$ cat src/mrss_pkg.sv
// ----------------------------------------------------------------------------
// mrss_pkg
// Shared types, protocol codes and the CRC-16 byte update for the Modbus RTU
// slave register server.
// ----------------------------------------------------------------------------
package mrss_pkg;

    typedef struct packed {
        logic [7:0] rx_byte;
        logic       frame_end;
        logic       rx_error;
    } t_rx_item;

    typedef struct packed {
        logic [7:0] tx_byte;
        logic       tx_last;
    } t_tx_item;

    // Request from the frame sequencer to the response emitter.
    typedef struct packed {
        logic       valid;
        logic [7:0] data;
        logic       last;
    } t_emit_req;

    localparam logic [7:0]  FUNC_READ  = 8'd3;
    localparam logic [7:0]  FUNC_WRITE = 8'd16;
    localparam logic [7:0]  EXC_FUNC   = 8'd1;
    localparam logic [7:0]  EXC_ADDR   = 8'd2;
    localparam logic [7:0]  EXC_FLAG   = 8'h80;
    localparam logic [7:0]  BCAST_ADDR = 8'd0;
    localparam logic [15:0] CRC_INIT   = 16'hFFFF;
    localparam logic [15:0] CRC_POLY   = 16'hA001;
    localparam int          HDR_BYTES  = 6;

    // Reflected CRC-16 over one byte, LSB first.
    function automatic logic [15:0] crc_byte(input logic [15:0] c_in, input logic [7:0] b);
        logic [15:0] c;
        c = c_in ^ {8'h00, b};
        for (int k = 0; k < 8; k++) begin
            if (c[0]) begin
                c = (c >> 1) ^ CRC_POLY;
            end else begin
                c = c >> 1;
            end
        end
        return c;
    endfunction

endpackage

$ cat src/mrss_tx_emit.sv
// ----------------------------------------------------------------------------
// mrss_tx_emit
// Response emitter: registers message bytes onto the output channel, keeps
// the running CRC and appends it, low byte first, after the last byte.
// ----------------------------------------------------------------------------
module mrss_tx_emit
    import mrss_pkg::*;
(
    input  logic      i_clk,
    input  logic      i_rst_n,
    input  t_emit_req i_req,
    output logic      o_ready,
    output logic      o_out_valid,
    input  logic      i_out_stall,
    output t_tx_item  o_out
);

    logic        r_out_valid;
    t_tx_item    r_out;
    logic [1:0]  r_tail;
    logic [15:0] r_crc;
    logic        slot_free;

    assign slot_free   = !r_out_valid || !i_out_stall;
    assign o_ready     = slot_free && (r_tail == 2'd0);
    assign o_out_valid = r_out_valid;
    assign o_out       = r_out;

    always_ff @(posedge i_clk) begin
        if (!i_rst_n) begin
            r_out_valid <= 1'b0;
            r_tail      <= 2'd0;
            r_crc       <= CRC_INIT;
        end else if (slot_free) begin
            if (r_tail == 2'd2) begin
                r_out       <= '{tx_byte: r_crc[7:0], tx_last: 1'b0};
                r_out_valid <= 1'b1;
                r_tail      <= 2'd1;
            end else if (r_tail == 2'd1) begin
                r_out       <= '{tx_byte: r_crc[15:8], tx_last: 1'b1};
                r_out_valid <= 1'b1;
                r_tail      <= 2'd0;
                r_crc       <= CRC_INIT;
            end else if (i_req.valid) begin
                r_out       <= '{tx_byte: i_req.data, tx_last: 1'b0};
                r_out_valid <= 1'b1;
                r_crc       <= crc_byte(r_crc, i_req.data);
                r_tail      <= i_req.last ? 2'd2 : 2'd0;
            end else begin
                r_out_valid <= 1'b0;
            end
        end
    end

endmodule

$ cat src/modbus_rtu_slave_register_server.sv
// ----------------------------------------------------------------------------
// modbus_rtu_slave_register_server
// Modbus RTU slave serving 16-bit holding registers (functions 3 and 16).
// ----------------------------------------------------------------------------
// Usage:
//   Input channel (i_in_valid / o_in_stall / i_in) carries one received byte
//   per item, with frame_end on the last byte of a frame and rx_error on a
//   byte that had a line error. Bytes are taken one per cycle while a frame
//   is being collected. On the frame_end item the block holds stall high,
//   judges the frame in S_JUDGE, then runs the request: a write steps
//   through S_WRA, S_WRB, S_WRC per register, a read through S_RDREQ,
//   S_RDHI, S_RDLO per word, and response bytes stream out at up to one
//   per cycle. The frame buffer has a write and a read port, reg_mem one port.
//   Output channel (o_out_valid / i_out_stall / o_out) carries the response
//   bytes, CRC last (low byte, then high byte with tx_last set). A stall on
//   the output holds the current byte and pauses the sequencer; no byte is
//   lost or repeated.
//   Dropped frames (line error, overflow, bad CRC, runt, foreign address,
//   broadcast or oversized reply) produce nothing.
//   Reset: the register memory is swept to zero, one entry per cycle, over
//   all NUM_REGS entries; input stays stalled meanwhile. The station address
//   resets to 1; write it through i_cfg_wr_en only while nothing is in flight.
// ----------------------------------------------------------------------------
module modbus_rtu_slave_register_server
    import mrss_pkg::*;
#(
    parameter int BUFFER_BYTES = 64,
    parameter int NUM_REGS     = 32
) (
    input  logic     i_clk,
    input  logic     i_rst_n,
    input  logic     i_in_valid,
    output logic     o_in_stall,
    input  t_rx_item i_in,
    output logic     o_out_valid,
    input  logic     i_out_stall,
    output t_tx_item o_out,
    input  logic     i_cfg_wr_en,
    input  logic [7:0] i_cfg_wr_data
);

    localparam int AW = $clog2(BUFFER_BYTES);
    localparam int CW = $clog2(BUFFER_BYTES + 1);
    localparam int RW = (NUM_REGS > 1) ? $clog2(NUM_REGS) : 1;

    typedef enum logic [11:0] {
        S_CLEAR = 12'b0000_0000_0001,
        S_RX    = 12'b0000_0000_0010,
        S_JUDGE = 12'b0000_0000_0100,
        S_EXC   = 12'b0000_0000_1000,
        S_ECHO  = 12'b0000_0001_0000,
        S_RDHDR = 12'b0000_0010_0000,
        S_RDREQ = 12'b0000_0100_0000,
        S_RDHI  = 12'b0000_1000_0000,
        S_RDLO  = 12'b0001_0000_0000,
        S_WRA   = 12'b0010_0000_0000,
        S_WRB   = 12'b0100_0000_0000,
        S_WRC   = 12'b1000_0000_0000
    } t_state;

    // Memories: received frame bytes and holding registers.
    logic [7:0]  frame_mem [BUFFER_BYTES];
    logic [15:0] reg_mem   [NUM_REGS];

    t_state      r_state, n_state;
    logic [CW-1:0] r_count, n_count;
    logic        r_bad, n_bad;
    logic [15:0] r_crc, n_crc;
    logic [7:0]  r_hdr [HDR_BYTES];
    logic [7:0]  n_hdr [HDR_BYTES];
    logic [2:0]  r_k, n_k;
    logic [15:0] r_w, n_w;
    logic        r_bcast, n_bcast;
    logic [7:0]  r_code, n_code;
    logic [7:0]  r_hi, n_hi;
    logic [RW-1:0] r_clr, n_clr;
    logic [7:0]  r_slave;
    logic        r_fok, n_fok;
    logic [7:0]  r_fdata;
    logic [15:0] r_rdata;

    logic        fm_we, fm_re, rm_we, rm_re;
    logic [AW-1:0] fm_wa, fm_ra;
    logic [RW-1:0] rm_wa, rm_ra;
    logic [15:0] rm_wd;

    t_emit_req   emit_req;
    logic        emit_ready;

    logic        in_acc;
    logic [15:0] start, qty;
    logic [16:0] wr_reg, rng_end;
    logic [17:0] rd_len, pos;
    logic        addr_ok;

    assign in_acc     = i_in_valid && !o_in_stall;
    assign o_in_stall = (r_state != S_RX);
    assign start      = {r_hdr[2], r_hdr[3]};
    assign qty        = {r_hdr[4], r_hdr[5]};
    assign wr_reg     = {1'b0, start} + {1'b0, r_w};
    assign rng_end    = {1'b0, start} + {1'b0, qty};
    assign rd_len     = 18'd5 + {1'b0, qty, 1'b0};
    assign pos        = 18'd7 + {1'b0, r_w, 1'b0};
    assign addr_ok    = (r_hdr[0] == r_slave) || (r_hdr[0] == BCAST_ADDR);

    always_comb begin
        n_state  = r_state;
        n_count  = r_count;
        n_bad    = r_bad;
        n_crc    = r_crc;
        n_hdr    = r_hdr;
        n_k      = r_k;
        n_w      = r_w;
        n_bcast  = r_bcast;
        n_code   = r_code;
        n_hi     = r_hi;
        n_clr    = r_clr;
        n_fok    = r_fok;
        fm_we    = 1'b0;
        fm_wa    = r_count[AW-1:0];
        fm_re    = 1'b0;
        fm_ra    = pos[AW-1:0];
        rm_we    = 1'b0;
        rm_wa    = wr_reg[RW-1:0];
        rm_wd    = {r_hi, r_fok ? r_fdata : 8'h00};
        rm_re    = 1'b0;
        rm_ra    = wr_reg[RW-1:0];
        emit_req = '{valid: 1'b0, data: 8'h00, last: 1'b0};

        case (r_state)
            S_CLEAR: begin
                rm_we = 1'b1;
                rm_wa = r_clr;
                rm_wd = 16'h0000;
                n_clr = r_clr + RW'(1);
                if (r_clr == RW'(NUM_REGS - 1)) begin
                    n_state = S_RX;
                end
            end
            S_RX: begin
                if (in_acc) begin
                    if (i_in.rx_error) begin
                        n_bad = 1'b1;
                    end
                    if (r_count < CW'(BUFFER_BYTES)) begin
                        fm_we   = 1'b1;
                        n_count = r_count + CW'(1);
                        n_crc   = crc_byte(r_crc, i_in.rx_byte);
                        for (int h = 0; h < HDR_BYTES; h++) begin
                            if (r_count == CW'(h)) begin
                                n_hdr[h] = i_in.rx_byte;
                            end
                        end
                    end else begin
                        n_bad = 1'b1;
                    end
                    if (i_in.frame_end) begin
                        n_state = S_JUDGE;
                    end
                end
            end
            S_JUDGE: begin
                n_k     = 3'd0;
                n_w     = 16'd0;
                n_bcast = (r_hdr[0] == BCAST_ADDR);
                n_state = S_RX;
                if (!r_bad && r_count >= CW'(4) && r_crc == 16'h0000 && addr_ok) begin
                    if (r_hdr[1] == FUNC_READ) begin
                        if (r_hdr[0] != BCAST_ADDR) begin
                            if (qty != 16'd0 && rng_end > 17'(NUM_REGS)) begin
                                n_code  = EXC_ADDR;
                                n_state = S_EXC;
                            end else if (rd_len < 18'(BUFFER_BYTES)) begin
                                n_state = S_RDHDR;
                            end
                        end
                    end else if (r_hdr[1] == FUNC_WRITE) begin
                        n_state = S_WRA;
                    end else if (r_hdr[0] != BCAST_ADDR) begin
                        n_code  = EXC_FUNC;
                        n_state = S_EXC;
                    end
                end
            end
            S_EXC: begin
                if (emit_ready) begin
                    emit_req.valid = 1'b1;
                    emit_req.last  = (r_k == 3'd2);
                    case (r_k)
                        3'd0:    emit_req.data = r_hdr[0];
                        3'd1:    emit_req.data = r_hdr[1] | EXC_FLAG;
                        default: emit_req.data = r_code;
                    endcase
                    n_k = r_k + 3'd1;
                    if (r_k == 3'd2) begin
                        n_state = S_RX;
                    end
                end
            end
            S_ECHO: begin
                if (emit_ready) begin
                    emit_req.valid = 1'b1;
                    emit_req.data  = r_hdr[r_k];
                    emit_req.last  = (r_k == 3'(HDR_BYTES - 1));
                    n_k = r_k + 3'd1;
                    if (r_k == 3'(HDR_BYTES - 1)) begin
                        n_state = S_RX;
                    end
                end
            end
            S_RDHDR: begin
                if (emit_ready) begin
                    emit_req.valid = 1'b1;
                    emit_req.last  = (r_k == 3'd2) && (qty == 16'd0);
                    case (r_k)
                        3'd0:    emit_req.data = r_hdr[0];
                        3'd1:    emit_req.data = FUNC_READ;
                        default: emit_req.data = {qty[6:0], 1'b0};
                    endcase
                    n_k = r_k + 3'd1;
                    if (r_k == 3'd2) begin
                        n_state = (qty == 16'd0) ? S_RX : S_RDREQ;
                    end
                end
            end
            S_RDREQ: begin
                rm_re   = 1'b1;
                n_state = S_RDHI;
            end
            S_RDHI: begin
                if (emit_ready) begin
                    emit_req.valid = 1'b1;
                    emit_req.data  = r_rdata[15:8];
                    n_state        = S_RDLO;
                end
            end
            S_RDLO: begin
                if (emit_ready) begin
                    emit_req.valid = 1'b1;
                    emit_req.data  = r_rdata[7:0];
                    emit_req.last  = (r_w == qty - 16'd1);
                    n_w            = r_w + 16'd1;
                    n_state        = (r_w == qty - 16'd1) ? S_RX : S_RDREQ;
                end
            end
            S_WRA: begin
                if (r_w == qty || wr_reg >= 17'(NUM_REGS)) begin
                    n_code = EXC_ADDR;
                    if (r_bcast) begin
                        n_state = S_RX;
                    end else if (r_w != qty) begin
                        n_state = S_EXC;
                    end else begin
                        n_state = S_ECHO;
                    end
                end else begin
                    fm_re   = 1'b1;
                    fm_ra   = pos[AW-1:0];
                    n_fok   = (pos < 18'(r_count));
                    n_state = S_WRB;
                end
            end
            S_WRB: begin
                n_hi    = r_fok ? r_fdata : 8'h00;
                fm_re   = 1'b1;
                fm_ra   = pos[AW-1:0] + AW'(1);
                n_fok   = ((pos + 18'd1) < 18'(r_count));
                n_state = S_WRC;
            end
            S_WRC: begin
                rm_we   = 1'b1;
                n_w     = r_w + 16'd1;
                n_state = S_WRA;
            end
            default: begin
                n_state = S_RX;
            end
        endcase

        // Leaving the request: drop the frame and rearm for the next one.
        if (r_state != S_RX && r_state != S_CLEAR && n_state == S_RX) begin
            n_count = '0;
            n_bad   = 1'b0;
            n_crc   = CRC_INIT;
            for (int h = 0; h < HDR_BYTES; h++) begin
                n_hdr[h] = 8'h00;
            end
        end
    end

    always_ff @(posedge i_clk) begin
        if (!i_rst_n) begin
            r_state <= S_CLEAR;
            r_count <= '0;
            r_bad   <= 1'b0;
            r_crc   <= CRC_INIT;
            r_clr   <= '0;
            r_slave <= 8'd1;
            for (int h = 0; h < HDR_BYTES; h++) begin
                r_hdr[h] <= 8'h00;
            end
        end else begin
            r_state <= n_state;
            r_count <= n_count;
            r_bad   <= n_bad;
            r_crc   <= n_crc;
            r_clr   <= n_clr;
            r_hdr   <= n_hdr;
            if (i_cfg_wr_en) begin
                r_slave <= i_cfg_wr_data;
            end
        end
        r_k     <= n_k;
        r_w     <= n_w;
        r_bcast <= n_bcast;
        r_code  <= n_code;
        r_hi    <= n_hi;
        r_fok   <= n_fok;
    end

    // Frame buffer: one write port from the receiver, one registered read.
    always_ff @(posedge i_clk) begin
        if (fm_we) begin
            frame_mem[fm_wa] <= i_in.rx_byte;
        end
        if (fm_re) begin
            r_fdata <= frame_mem[fm_ra];
        end
    end

    // Holding registers: single port, registered read.
    always_ff @(posedge i_clk) begin
        if (rm_we) begin
            reg_mem[rm_wa] <= rm_wd;
        end
        if (rm_re) begin
            r_rdata <= reg_mem[rm_ra];
        end
    end

    mrss_tx_emit u_emit (
        .i_clk       (i_clk),
        .i_rst_n     (i_rst_n),
        .i_req       (emit_req),
        .o_ready     (emit_ready),
        .o_out_valid (o_out_valid),
        .i_out_stall (i_out_stall),
        .o_out       (o_out)
    );

`ifndef SYNTHESIS
    a_count_bound: assert property (@(posedge i_clk) disable iff (!i_rst_n)
        r_count <= CW'(BUFFER_BYTES))
        else $error("frame count beyond buffer");
    a_quiet_in_clear: assert property (@(posedge i_clk) disable iff (!i_rst_n)
        (r_state == S_CLEAR) |-> !o_out_valid)
        else $error("response during register sweep");
    a_req_ready: assert property (@(posedge i_clk) disable iff (!i_rst_n)
        emit_req.valid |-> emit_ready)
        else $error("emit request while emitter busy");
    a_err_write: assert property (@(posedge i_clk) disable iff (!i_rst_n)
        (r_state == S_WRC) |-> (wr_reg < 17'(NUM_REGS)))
        else $error("register write out of range");
`endif

endmodule

$ cat config.mk
export PLATFORM = sky130hd
export DESIGN_NAME = modbus_rtu_slave_register_server
export DESIGN_NICKNAME = d
export VERILOG_FILES = /design/src/mrss_pkg.sv /design/src/mrss_tx_emit.sv /design/src/modbus_rtu_slave_register_server.sv
export SDC_FILE = /design/constraint.sdc
export NUM_CORES = 2
export LEC_CHECK = 0
export ABC_CLOCK_PERIOD_IN_PS = 6000
export BUFFER_PORTS_ARGS = -buffer_cell sky130_fd_sc_hd__buf_2
export CORE_MARGIN = 5
export CORE_UTILIZATION = 35
export DETAILED_ROUTE_END_ITERATION = 8
export PLACE_DENSITY = 0.45
export SLEW_MARGIN = 5
export SYNTH_ARGS = -nofsm -noshare
export SYNTH_HDL_FRONTEND = slang
export SYNTH_SLANG_ARGS = --single-unit
export TNS_END_PERCENT = 30
$ cat constraint.sdc
create_clock -name i_clk -period 6 [get_ports i_clk]
set_clock_uncertainty 0.05 [all_clocks]
set_input_delay 0.6 -clock i_clk [delete_from_list [all_inputs] [get_ports i_clk]]
set_output_delay 0.6 -clock i_clk [all_outputs]
set_load 0.03 [all_outputs]
==> impl_metrics.py <==
metrics = {
    "drt": {
        "drc": 0,
        "ant_nets": 0,
        "vias": 28200,
        "viasPerCell": 5.43,
        "wl_per_cell_um": 26.8,
        "drt_first_iter_violations": 2258,
        "drt_first_pass_iters": 6,
        "drt_wl_total_um": 139000,
    },
    "placement": {
        "hpwl_um": 89700,
        "numPortBuffers": 33,
        "routabilityCongestion": 0.854,
        "placed_area_um2": 54200,
        "post-place-ws_ps": 755,
        "place_inst": 4944,
    },
    "sta": {
        "min_period_ps": 5250,
        "relSlewSlack_pct": 12.8,
        "drv_slew": 0,
        "rsz0062_at_grt": "false",
        "worst_pin_slew_ps": 1280,
        "setup_viol": 0,
        "tns_ps": 0,
        "fmax_mhz": 190,
        "fin_ws_ps": 751,
        "finalHoldViolCount": 0,
        "whs_ps": 71.2,
        "period_share_pct": 87.5,
    },
    "cts": {
        "post-cts-setup-buffers": 0,
        "cts_root_buf": "clkbuf_16",
        "clock-sinks": 1204,
        "cts_max_path_buffers": 3,
        "cts_tree": "done",
        "cts_inserted_buffers": 136,
        "path_clk_slew_ps": 60,
        "htree_levels": 4,
        "worst_skew_pair.late_latency_ps": 760,
    },
    "min_path": {
        "hold_path.class": "input port to flop",
    },
    "finish": {
        "final_core_utilization_pct": 40.1,
        "layout-drive-gt1-share_pct": 21.8,
        "nets": 3250,
        "syn2layout_area_growth_pct": 13.5,
        "design_area_um2": 58600,
        "finalNonFillerCells": 5190,
    },
    "setup_path": {
        "r2r_start": "qty[0]$_SDFFE_PP0P_",
        "reg2reg_slack_ps": 750,
        "cp_slowest_cell": "a2111oi_0",
        "r2r_end": "r_hdr[37]$_SDFFE_PP0P_",
        "critPathKind": "flop to flop",
        "path_cells": "ha_1 > fa_1 > a21o_1 > a21oi_1 > o21bai_1 > o41ai_1 > xnor2_1 > or4_1 > a2111oi_0 > nand4_1 > o211a_4 > o21ai_4 > buf_4 > nor2_1",
        "worstSetupStartpointType": "flop",
        "required_ps": 6540,
        "cp-startpoint": "qty[0]$_SDFFE_PP0P_",
        "path_delay_family": "compound AO/OA/AOI/OAI gates",
        "slowest_delay_ps": 1010,
        "cp.depth": 14,
        "critPathArrivalTime_ps": 5790,
        "endpoint": "r_hdr[37]$_SDFFE_PP0P_",
        "end_kind": "flop",
        "worst-r2r-cell-count": 14,
        "crit_buf_inv": 1,
        "worst-path-max-fanout": 63,
    },
    "yosys": {
        "synth_edf_count": 1088,
        "syn-mean-instance-area_um2": 16.8,
        "syn_area_um2": 51600,
        "ys.flop_type": "edfxtp_1",
        "ys_warn_count": 0,
        "synthCells": 3074,
        "synth.net_count": 3158,
        "yosysUniqueCellTypes": 90,
        "ys_seq_area_share_pct": 67.8,
        "synth-seq-cells": 1204,
        "async_flop_share_pct": 0,
    },
    "global_route": {
        "track_usage_pct": 17.8,
        "grt_max_degree": 71,
        "grt_pass1_wl_um": 204000,
        "overflow": 0,
        "antenna_found_initial": 4,
        "grt_pass1_vias": 29400,
    },
    "floorplanning": {
        "die_area_um2": 155000,
        "core-area_um2": 146000,
        "die_h_um": 394,
        "placementRows": 140,
        "pin_count": 34,
        "initial_core_util_pct": 35.3,
        "die_w_um": 394,
    },
    "power_and_ir_drop": {
        "powerDensity_nw_per_um2": 325,
        "p_leak_nw": 18.7,
        "vdd_drop_max_v": 0.000213,
        "finalPower_mw": 19.1,
    },
    "job": {
        "maxCapViolations": 0,
    },
    "outcome": {
        "status": "finished, final reports clean",
    },
}
[worst min-delay path by stage]
stage,from,endpoint,cells after the start
after floorplan,r_bad$_SDFFE_PP0P_,r_bad$_SDFFE_PP0P_,2
after global placement,r_crc[13]$_SDFFE_PP1P_,r_crc[13]$_SDFFE_PP1P_,1
after detailed placement,r_bad$_SDFFE_PP0P_,r_bad$_SDFFE_PP0P_,2
after CTS,i_cfg_wr_data[3],r_slave[3]$_SDFFE_PN0P_,3
after global routing,i_cfg_wr_data[3],r_slave[3]$_SDFFE_PN0P_,3
final,i_cfg_wr_data[3],r_slave[3]$_SDFFE_PN0P_,3
[tightest hold or removal path: stages]
cell and delay [ps]:
buf_2 80, mux2i_1 50, nor2_1 80
[Yosys cell counts (21+ instances only)]
library cell  number  share of area, %
xnor2_1           83               1.4
clkbuf_1         115              0.84
edfxtp_1        1088                63
a22oi_1           21              0.31
a31oi_1           23              0.28
xor2_1            51              0.87
nand2_1          162               1.2
mux2i_1           86               1.7
nor3_1            46              0.45
and2_1            35              0.42
buf_1             22              0.16
mux4_2           301                13
nor2_1           254               1.8
inv_1             43              0.31
dfxtp_1          116               4.5
nor4_1            22              0.27
o22ai_1           25              0.30
nand3_1           46              0.45
nand4_1           28              0.34
a21oi_1           76              0.74
ha_1              59               1.4
o21ai_0           55              0.53
[repair_timing]
item	CTS	global route
hold buffers	1	0
gates resized for setup	0	0
hold endpoints to repair	1	0
[metal layers]
metal	vias to the layer above	global-route usage, %	share of wire, %
li1	12400	-	-
met1	14800	24.5	44
met2	777	29.5	48
met3	204	2.57	4.4
met4	0	4.98	2.6
met5	-	0	0
[where the power goes]
group | internal (mW) | leakage (nW) | total, mW | switching, mW
combinational | 0.294 | 5.81 | 1.26 | 0.968
clock | 4.62 | 2.11 | 8.02 | 3.40
sequential | 9.68 | 10.8 | 9.77 | 0.0892
total | 14.6 | 18.7 | 19.1 | 4.46
[registers in the layout, summed over array words and instances (netlist names), 2 cells and up]
register / flops
r_fdata: 8
u_emit.r_crc: 16
r_w: 16
r_code: 2
r_k: 3
r_hi: 8
r_crc: 16
r_slave: 8
frame_mem: 512
reg_mem: 512
r_clr: 5
r_hdr: 32
r_count: 7
r_state: 12
u_emit.o_out: 9
r_rdata: 16
u_emit.r_tail: 2
qty: 16
[logic make-up after synthesis]
| group | Yosys count | synth area share (%) |
|---|---|---|
| flip-flops | 1204 | 67.8 |
| AND/OR/NAND/NOR | 722 | 6.81 |
| AO/OA/AOI/OAI | 330 | 4.32 |
| buffers and inverters | 217 | 1.99 |
| adder cells (fa/ha/maj) | 61 | 1.51 |
| XOR/XNOR | 136 | 2.34 |
| multiplexers | 404 | 15.2 |
[layout by cell type, fill, tap and decap left out, types with 9 or more instances in the layout]
| master | Yosys | layout |
|---|---|---|
| xnor2_1 | 83 | 79 |
| o21ai_0 | 55 | 55 |
| clkinv_1 | 3 | 29 |
| nor2b_1 | 20 | 20 |
| a211o_1 | 13 | 13 |
| clkbuf_16 | 0 | 140 |
| dfxtp_1 | 116 | 116 |
| and2_1 | 35 | 35 |
| mux4_2 | 301 | 301 |
| nand2_1 | 162 | 162 |
| mux2i_1 | 86 | 85 |
| or3_1 | 13 | 13 |
| buf_2 | 12 | 33 |
| o22ai_1 | 25 | 25 |
| clkbuf_1 | 115 | 24 |
| nor4_1 | 22 | 21 |
| and3_1 | 14 | 13 |
| a22oi_1 | 21 | 21 |
| xor2_1 | 51 | 51 |
| a211oi_1 | 15 | 15 |
| or4_1 | 13 | 13 |
| nand4b_1 | 9 | 9 |
| ha_1 | 59 | 58 |
| buf_4 | 2 | 86 |
| clkinv_2 | 0 | 26 |
| nand3_1 | 46 | 45 |
| a21o_1 | 16 | 16 |
| nor2_1 | 254 | 221 |
| nand4_1 | 28 | 28 |
| nand2b_1 | 16 | 16 |
| nor2_2 | 0 | 29 |
| edfxtp_1 | 1088 | 1088 |
| a21oi_1 | 76 | 76 |
| nor3_1 | 46 | 45 |
| a31oi_1 | 23 | 23 |
| mux2_2 | 17 | 17 |
| inv_1 | 43 | 43 |
[final cells by class]
| cell class | instances | area, µm² |
|---|---|---|
| diodes | 2 | 5.00 |
| clock buffers | 169 | 3660 |
| clock inverters | 74 | 653 |
| fillers | 13300 | 87500 |
| inverters | 47 | 181 |
| multi-input cells | 1653 | 15800 |
| flip-flops and latches | 1204 | 35000 |
| well taps | 1917 | 2400 |
| repair buffers | 124 | 901 |
Note: power is estimated with default switching activity, not from simulation.
